--- config.mk ---
export PLATFORM = sky130hd
export DESIGN_NAME = m4inv_ctrl
export DESIGN_NICKNAME = d
export VERILOG_FILES = /design/src/rtl/core/m4inv_pkg.sv /design/src/rtl/core/m4inv_ctrl.sv
export SDC_FILE = /design/constraint.sdc
export NUM_CORES = 1
export LEC_CHECK = 0
export BUFFER_PORTS_ARGS = -buffer_cell sky130_fd_sc_hd__buf_4
export CAP_MARGIN = 20
export CELL_PAD_IN_SITES_DETAIL_PLACEMENT = 0
export CELL_PAD_IN_SITES_GLOBAL_PLACEMENT = 1
export CORE_ASPECT_RATIO = 1.2
export CORE_MARGIN = 1.5
export CORE_UTILIZATION = 41
export CTS_CLUSTER_DIAMETER = 80
export DETAILED_ROUTE_END_ITERATION = 10
export HOLD_SLACK_MARGIN = 0.06
export PLACE_DENSITY_LB_ADDON = 0.1
export SLEW_MARGIN = 10
export SYNTH_ARGS = -nofsm -noshare
export SYNTH_HDL_FRONTEND = slang
export SYNTH_SLANG_ARGS = --single-unit
--- constraint.sdc ---
create_clock -name clock -period 3.2 [get_ports clock]
set_input_delay 0.64 -clock clock [delete_from_list [all_inputs] [get_ports clock]]
set_output_delay 0.64 -clock clock [all_outputs]
set_load 0.03 [all_outputs]
--- src/rtl/core/m4inv_pkg.sv ---
`timescale 1ns / 1ps
package m4inv_pkg;

   localparam int FRAC_BITS = 16;
   localparam int ELEM_W    = 32;
   localparam int OPND_W    = ELEM_W + 1;        // multiplier operand, signed
   localparam int PROD_W    = 65;                // kept product / 2x2 difference
   localparam int COF_W     = 128;               // stored cofactor, signed
   localparam int ACC_W     = 168;               // exact accumulator and divider width
   localparam int DQ_SH     = 4 * FRAC_BITS - 32; // det scale down to Q32.32
   localparam int Q_W       = 33;                // quotient bits incl. overflow bit
   localparam int STEP_W    = 6;
   localparam logic [STEP_W-1:0] LAST_STEP = STEP_W'(Q_W - 1);
   localparam int CSR_AW    = 3;
   localparam logic [31:0] THR_RESET = 32'd4295;

   typedef enum logic [1:0] {
      XS_ELEM = 2'd0,
      XS_DLO  = 2'd1,
      XS_DHI  = 2'd2,
      XS_COF  = 2'd3
   } xsel_type;

   typedef enum logic [1:0] {
      DST_DSET = 2'd0,
      DST_DSUB = 2'd1,
      DST_ACC  = 2'd2
   } dst_type;

   typedef struct packed {
      logic       store_en;
      logic [3:0] store_addr;
      logic       rd_en;
      logic [3:0] xa;
      logic [3:0] yb;
      logic [3:0] cof_addr;
      logic       mul_en;
      xsel_type   xsel;
      logic       acc_en;
      dst_type    dst;
      logic [1:0] shift;
      logic       neg;
      logic       clr;
      logic       cof_wr;
      logic       fin_en;
      logic       div_ld;
      logic       div_step;
      logic       out_load;
      logic [3:0] out_index;
      logic       out_last;
   } cmd_type;

   typedef struct packed {
      logic singular;
   } status_type;

   // n-th index of 0..3 once index drop is taken out
   function automatic logic [1:0] skip_idx(input logic [1:0] drop, input logic [1:0] n);
      return (n >= drop) ? n + 2'd1 : n;
   endfunction

endpackage

--- src/rtl/core/m4inv_ctrl.sv ---
`timescale 1ns / 1ps
module m4inv_ctrl import m4inv_pkg::*; (
   input  logic       clock,
   input  logic       reset,
   input  logic       req_valid,
   output logic       req_stall,
   output logic       rsp_valid,
   input  logic       rsp_stall,
   output cmd_type    cmd,
   input  status_type status
);

   typedef enum logic [8:0] {
      S_LOAD = 9'b000000001,
      S_RD   = 9'b000000010,
      S_MUL  = 9'b000000100,
      S_ACC  = 9'b000001000,
      S_FIN  = 9'b000010000,
      S_DRD  = 9'b000100000,
      S_DLD  = 9'b001000000,
      S_DIV  = 9'b010000000,
      S_PUT  = 9'b100000000
   } state_type;

   state_type         state_ff, state_in;
   logic [3:0]        load_cnt_ff, load_cnt_in;
   logic [3:0]        k_ff, k_in;
   logic [1:0]        t_ff, t_in;
   logic [1:0]        u_ff, u_in;
   logic              det_ph_ff, det_ph_in;
   logic [3:0]        res_ff, res_in;
   logic [STEP_W-1:0] step_ff, step_in;
   logic              vld_ff, vld_in;

   logic [1:0] r, c, row0, row1, row2, c0, c1, c2;
   logic       put_ok;

   assign r    = k_ff[3:2];
   assign c    = k_ff[1:0];
   assign row0 = skip_idx(r, 2'd0);
   assign row1 = skip_idx(r, 2'd1);
   assign row2 = skip_idx(r, 2'd2);
   assign c0   = skip_idx(c, t_ff);
   assign c1   = skip_idx(c, (t_ff == 2'd0) ? 2'd1 : 2'd0);
   assign c2   = skip_idx(c, (t_ff == 2'd2) ? 2'd1 : 2'd2);

   assign put_ok    = !vld_ff || !rsp_stall;
   assign req_stall = (state_ff != S_LOAD);
   assign rsp_valid = vld_ff;

   // micro-op decode
   always_comb begin
      cmd = '0;
      cmd.xsel = XS_ELEM;
      cmd.dst  = DST_ACC;
      if (!det_ph_ff) begin
         cmd.cof_addr = k_ff;
         cmd.neg      = (t_ff == 2'd1) ^ r[0] ^ c[0];
         case (u_ff)
            2'd0: begin
               cmd.xa  = {row1, c1};
               cmd.yb  = {row2, c2};
               cmd.dst = DST_DSET;
            end
            2'd1: begin
               cmd.xa  = {row1, c2};
               cmd.yb  = {row2, c1};
               cmd.dst = DST_DSUB;
            end
            2'd2: begin
               cmd.yb   = {row0, c0};
               cmd.xsel = XS_DLO;
               cmd.clr  = (t_ff == 2'd0);
            end
            default: begin
               cmd.yb     = {row0, c0};
               cmd.xsel   = XS_DHI;
               cmd.shift  = 2'd1;
               cmd.cof_wr = (state_ff == S_ACC) && (t_ff == 2'd2);
            end
         endcase
      end else begin
         cmd.cof_addr = {2'b00, k_ff[1:0]};
         cmd.yb       = {2'b00, k_ff[1:0]};
         cmd.xsel     = XS_COF;
         cmd.shift    = u_ff;
         cmd.clr      = (k_ff[1:0] == 2'd0) && (u_ff == 2'd0);
      end
      if (state_ff == S_DRD) cmd.cof_addr = {res_ff[1:0], res_ff[3:2]};
      cmd.store_en   = (state_ff == S_LOAD) && req_valid;
      cmd.store_addr = load_cnt_ff;
      cmd.rd_en      = (state_ff == S_RD) || (state_ff == S_DRD);
      cmd.mul_en     = (state_ff == S_MUL);
      cmd.acc_en     = (state_ff == S_ACC);
      cmd.fin_en     = (state_ff == S_FIN);
      cmd.div_ld     = (state_ff == S_DLD) && !status.singular;
      cmd.div_step   = (state_ff == S_DIV);
      cmd.out_load   = (state_ff == S_PUT) && put_ok;
      cmd.out_index  = res_ff;
      cmd.out_last   = (res_ff == 4'd15);
   end

   always_comb begin
      state_in    = state_ff;
      load_cnt_in = load_cnt_ff;
      k_in        = k_ff;
      t_in        = t_ff;
      u_in        = u_ff;
      det_ph_in   = det_ph_ff;
      res_in      = res_ff;
      step_in     = step_ff;
      vld_in      = vld_ff && rsp_stall;
      case (state_ff)
         S_LOAD: begin
            if (req_valid) begin
               load_cnt_in = load_cnt_ff + 4'd1;
               if (load_cnt_ff == 4'd15) begin
                  state_in  = S_RD;
                  k_in      = 4'd0;
                  t_in      = 2'd0;
                  u_in      = 2'd0;
                  det_ph_in = 1'b0;
               end
            end
         end
         S_RD:  state_in = S_MUL;
         S_MUL: state_in = S_ACC;
         S_ACC: begin
            state_in = S_RD;
            u_in     = u_ff + 2'd1;
            if (!det_ph_ff) begin
               if (u_ff == 2'd3) begin
                  t_in = t_ff + 2'd1;
                  if (t_ff == 2'd2) begin
                     t_in = 2'd0;
                     k_in = k_ff + 4'd1;
                     if (k_ff == 4'd15) det_ph_in = 1'b1;
                  end
               end
            end else if (u_ff == 2'd3) begin
               k_in = k_ff + 4'd1;
               if (k_ff[1:0] == 2'd3) state_in = S_FIN;
            end
         end
         S_FIN: begin
            state_in = S_DRD;
            res_in   = 4'd0;
         end
         S_DRD: state_in = S_DLD;
         S_DLD: begin
            step_in  = '0;
            state_in = status.singular ? S_PUT : S_DIV;
         end
         S_DIV: begin
            step_in = step_ff + STEP_W'(1);
            if (step_ff == LAST_STEP) state_in = S_PUT;
         end
         S_PUT: begin
            if (put_ok) begin
               vld_in   = 1'b1;
               res_in   = res_ff + 4'd1;
               state_in = (res_ff == 4'd15) ? S_LOAD : S_DRD;
            end
         end
         default: state_in = S_LOAD;
      endcase
   end

   always_ff @(posedge clock) begin
      if (reset) begin
         state_ff    <= S_LOAD;
         load_cnt_ff <= 4'd0;
         k_ff        <= 4'd0;
         t_ff        <= 2'd0;
         u_ff        <= 2'd0;
         det_ph_ff   <= 1'b0;
         res_ff      <= 4'd0;
         step_ff     <= '0;
         vld_ff      <= 1'b0;
      end else begin
         state_ff    <= state_in;
         load_cnt_ff <= load_cnt_in;
         k_ff        <= k_in;
         t_ff        <= t_in;
         u_ff        <= u_in;
         det_ph_ff   <= det_ph_in;
         res_ff      <= res_in;
         step_ff     <= step_in;
         vld_ff      <= vld_in;
      end
   end

endmodule

# [Word level (Yosys, flattened, before mapping)]
# Cells that the tools add are included.
[totals] register_bits=33 in_bits=5 elab_cells=137
[classes] n_addsub=8 magnitude_cmp=6 eq_ne=27 n_mux=60 bitwise_logic=2 n_reduce_logical=25
[op_table] cell="9-bit case mux with 9 select lines" count=1
[op_table] cell="9-bit 2-to-1 mux" count=5
[op_table] cell="4-bit 2-to-1 mux" count=9
[op_table] cell="4-bit case mux with 2 select lines" count=4
[op_table] cell="2-bit 2-to-1 mux" count=13
[op_table] cell="1-bit 2-to-1 mux" count=17
[op_table] cell="2-bit case mux with 2 select lines" count=4
[op_table] cell="5-bit 2-to-1 mux" count=3
[op_table] cell="4-bit by 1-bit adder with 4-bit output (second input constant)" count=3
[op_table] cell="4-bit == test (second input constant)" count=3
[op_table] cell="6-bit case mux with 2 select lines" count=1
[op_table] cell="5-bit AND reduction" count=2
[op_table] cell="9-bit by 1-bit == test with 1-bit output (second input constant)" count=1
[op_table] cell="9-bit by 2-bit == test with 1-bit output (second input constant)" count=1
[op_table] cell="9-bit by 3-bit == test with 1-bit output (second input constant)" count=1
[op_table] cell="9-bit by 4-bit == test with 1-bit output (second input constant)" count=1
[op_table] cell="9-bit by 5-bit == test with 1-bit output (second input constant)" count=1
[op_table] cell="9-bit by 6-bit == test with 1-bit output (second input constant)" count=1
[op_table] cell="9-bit by 7-bit == test with 1-bit output (second input constant)" count=1
[op_table] cell="9-bit by 8-bit == test with 1-bit output (second input constant)" count=1
[op_table] cell="9-bit == test (second input constant)" count=1
[op_table] cell="9-bit by 1-bit != test with 1-bit output (second input constant)" count=1
[op_table] cell="2-bit == test (second input constant)" count=4
[op_table] cell="8-bit 2-to-1 mux" count=1
[op_table] cell="other kinds (25)" count=48

# [Longest topological paths before layout]
[depth] depth_word=7 mapped_depth=11

# [Least setup slack after synthesis]
# No wires, ideal clock.
[synth_path] path_kind="register to output" start="reg t_ff[0]" end="out cmd[24] (netlist bit)" arrival_ns=2.247 required_time_ns=2.560 setup_slack_ns=0.313 stages_incl_launch_ff=12 path_buffers=0 path_cell_list="dfxtp_1 inv_1 ha_1 inv_1 ha_1 nand2b_1 a21oi_1 ha_1 inv_1 a22o_1 a211oi_1 a21oi_1"
[synth_rtl] item="start: declaration" line="m4inv_ctrl.sv:28" text="logic [1:0] t_ff, t_in;"
[synth_rtl] item="start signal: assignment" line="m4inv_ctrl.sv:184" text="t_ff <= t_in;"
[synth_rtl] item="end: declaration" line="m4inv_ctrl.sv:9" text="output cmd_type cmd,"

==> flow_metrics.tcl <==
set metrics [dict create \
    global_route_wire_length_before_repair_um 9810 \
    crit-reg2reg-launch "state_ff[8]" \
    dp.final_hpwl_um 4230 \
    cts_root_buf "sky130_fd_sc_hd__clkbuf_8" \
    via_count_of_the_first_global_routing_pass 2086 \
    area_growth_syn_to_layout_pct 22.6 \
    dominantRegCellSynth "sky130_fd_sc_hd__dfxtp_1" \
    max_stage_delay_on_crit_path_ns 0.36 \
    max_slew.worst_pin.slew_ns 0.668 \
    buffer_levels_on_the_longest_clock_path 2 \
    cts.clk_slew.worst_paths_ns 0.06 \
    rows 30 \
    cp-end-kind "output port" \
    diodes 0 \
    period_needed_ns 3.03 \
    clock.fmax_mhz 330 \
    first_iter_violations 76 \
    cap_violations 0 \
    dieArea_um2 6320 \
    synth_enable_flop_cells 0 \
    design.core.area_um2 5670 \
    avg_inst_size_synth_um2 8.21 \
    post_route_clock_skew_ns 0.00641 \
    wl_per_cell_um 13.8 \
    clock_insertion_delay_worst_skew_ns 0.29 \
    r2r-end "state_ff[8]" \
    critical_path.max_fanout 5 \
    worst_ep_required_time_ns 2.56 \
    layoutNonFillerInstCount 416 \
    cp_slowest_cell "sky130_fd_sc_hd__dfxtp_4" \
    cp_cell_sequence "inv_2 -> ha_4 -> inv_1 -> ha_1 -> nand2b_1 -> a21oi_1 -> ha_1 -> inv_1 -> a22o_1 -> a211oi_2 -> a21oi_1 -> buf_4" \
    number_of_placed_instances_with_taps_included 408 \
    cp_data_arrival_time_ns 2.39 \
    port_buffers 44 \
    finish.net_count 364 \
    drc 0 \
    place_area_um2 2800 \
    antenna_found_initial 0 \
    vdd.ir_drop.worst_v 0.000207 \
    mappedNetlistArea_um2 2400 \
    detailroute.via_count 2137 \
    post_synth_main_area_contributors "sky130_fd_sc_hd__dfxtp_1 28%, sky130_fd_sc_hd__ha_1 13%, sky130_fd_sc_hd__nor2_1 4.5%" \
    die_width_um 72.8 \
    detail_route.first_pass.iterations 4 \
    clock_sink_count 33 \
    power_density_nw_per_um2 317 \
    ys_warn_count 0 \
    synth_largest_area_cell "sky130_fd_sc_hd__dfxtp_1" \
    timing.hold.worst.start "t_ff[0]" \
    power.static_leakage_uw 0.00125 \
    grt_max_degree 27 \
    die_h_um 86.8 \
    finish.utilization_pct 51.9 \
    critical_path.startpoint_type "flip-flop" \
    boundaryPins 45 \
    synthDominantCellAreaShare_pct 27.5 \
    timing.setup.critical_path_class "flip-flop to output port" \
    status "finished, final reports clean" \
    starting_utilization_of_the_core_area_pct 42.3 \
    fillerInstances 594 \
    ff_latch_count_synth 33 \
    r2r_cells 4 \
    antenna_violating_nets_post_route 0 \
    asyncSetResetFlopFracSynth_pct 0 \
    netlist_instances 292 \
    drive_gt1_share_pct 24.1 \
    synth.most_common_cell "sky130_fd_sc_hd__dfxtp_1" \
    report.final.hold_viol_count 0 \
    regToRegSetupSlack_ns 1.13 \
    netlist-cell-type-count 51 \
    cts_inserted_buffers 5 \
    gr-usage-all-layers_pct 19.8 \
    synth_seq_area_share_pct 27.5 \
    viasPerCell 5.14 \
    slew_violations 0 \
    stdcell_area_um2 2940 \
    timing.final.crit_share_pct 94.8 \
    routed_wl_um 5760 \
    final_estimated_routing_congestion_in_global_placement 0.801 \
    timing.hold.worst_path_depth 1 \
    worst_slew_margin_rel_pct 55.4 \
    tritoncts "built" \
    synth_fp_nets 321 \
    worst_hold_path.endpoint "t_ff[0]" \
    cts_hold_repair.buffers 0 \
    cts_max_level 2 \
    synthTopCellsByCount "33 x sky130_fd_sc_hd__dfxtp_1, 29 x sky130_fd_sc_hd__nor2_1, 24 x sky130_fd_sc_hd__ha_1, 24 x sky130_fd_sc_hd__inv_1, 19 x sky130_fd_sc_hd__a21oi_1" \
    gr_overflow_total 0 \
    final_setup_violations 0 \
    timing.hold.worst.class "flip-flop to flip-flop" \
]
worst max-delay path, delay by kind of cell, from the launching register on:
family	cells	cell delay (ns)
simple gates	1	0.09
compound gates	4	0.55
buf+inv	4	0.41
flops	1	0.36
fa+ha+maj	3	0.70
layout by cell type, fill, tap and decap left out, drive strengths merged, types with 2 or more instances in the layout:
cell type,instances
nand4b,3
a2bb2oi,2
nand3,12
a22oi,5
nor4b,3
and3,5
nor3,9
nand2,15
or3,3
xnor2,6
a211oi,3
clkbuf,7
mux2,5
and2,3
a22o,4
or2,4
nor2b,2
inv,24
ha,24
a21oi,19
o211ai,2
nand3b,3
nor2,29
o21ai,14
nor4,6
nand2b,7
xor2,8
a31oi,3
dfxtp,33
nand4,9
buf,49
flip-flops by register name (all words and copies together) (netlist names):
signal,cells
k_ff,4
rsp_valid,1
state_ff,9
det_ph_ff,1
t_ff,2
res_ff,4
step_ff,6
u_ff,2
load_cnt_ff,4
per-layer routing:
layer  wire [µm]  track usage, %
met1        2620            23.6
met2        2880            35.6
met3         156            3.26
met4          99            6.69
met5           0               0
kinds of logic (layout without fill, tap and decap cells):
family | count (synthesis) | in the layout | share of synthesized area [%]
AOI/OAI and AO/OA | 58 | 58 | 15.2
DFF | 33 | 33 | 27.5
muxes | 6 | 6 | 2.76
adders and majority gates | 25 | 25 | 12.9
and+or+nand+nor | 119 | 119 | 30.0
xor gates and xnor gates | 14 | 14 | 5.11
buffers and inverters | 37 | 81 | 6.42
repair_timing:
action,CTS,global route
gates resized for setup,2,5
buffers inserted,0,0
endpoints found under the setup margin,2,2
cloned,0,0
metrics by stage:
stage	TNS [ns]	worst slack, ns	power (µW)	hold WS (ns)
final	0	0.165	932	0.529
after global routing	-0.00194	-0.00194	978	0.563
after CTS	0	0.0416	946	0.529
after detailed placement	0	0.254	534	0.512
after global placement	0	0.350	533	0.503
after floorplan	0	0.313	506	0.467
cell type report:
class / count / area (µm²) / share of cell area [%]
Sequential cell: 33 / 666 / 22.6
Inverter: 24 / 90.1 / 3.06
Multi-Input combinational cell: 222 / 1600 / 54.4
Tap cell: 80 / 100 / 3.40
Clock inverter: 1 / 30.0 / 1.02
Clock buffer: 7 / 86.3 / 2.93
Timing Repair Buffer: 49 / 368 / 12.5
report_power, final:
group / leakage, µW / switching (µW) / internal, µW
logic: 0.000925 / 56.9 / 37.1
clock network: 0.0000585 / 155 / 254
registers: 0.000268 / 10.7 / 418
total: 0.00125 / 223 / 709
how the worst max path moves through the flow:
| stage | startpoint | end | slack [ns] | depth (start not counted) |
|---|---|---|---|---|
| after floorplan | t_ff[0] | cmd[24] | 0.31 | 11 |
| after global placement | t_ff[0] | cmd[24] | 0.35 | 12 |
| after detailed placement | t_ff[0] | cmd[24] | 0.25 | 12 |
| after CTS | t_ff[0] | cmd[24] | 0.04 | 12 |
| after global routing | t_ff[0] | cmd[24] | -0.002 | 12 |
| final | t_ff[0] | cmd[24] | 0.17 | 12 |
No activity file was read; power rests on OpenSTA's default activity.
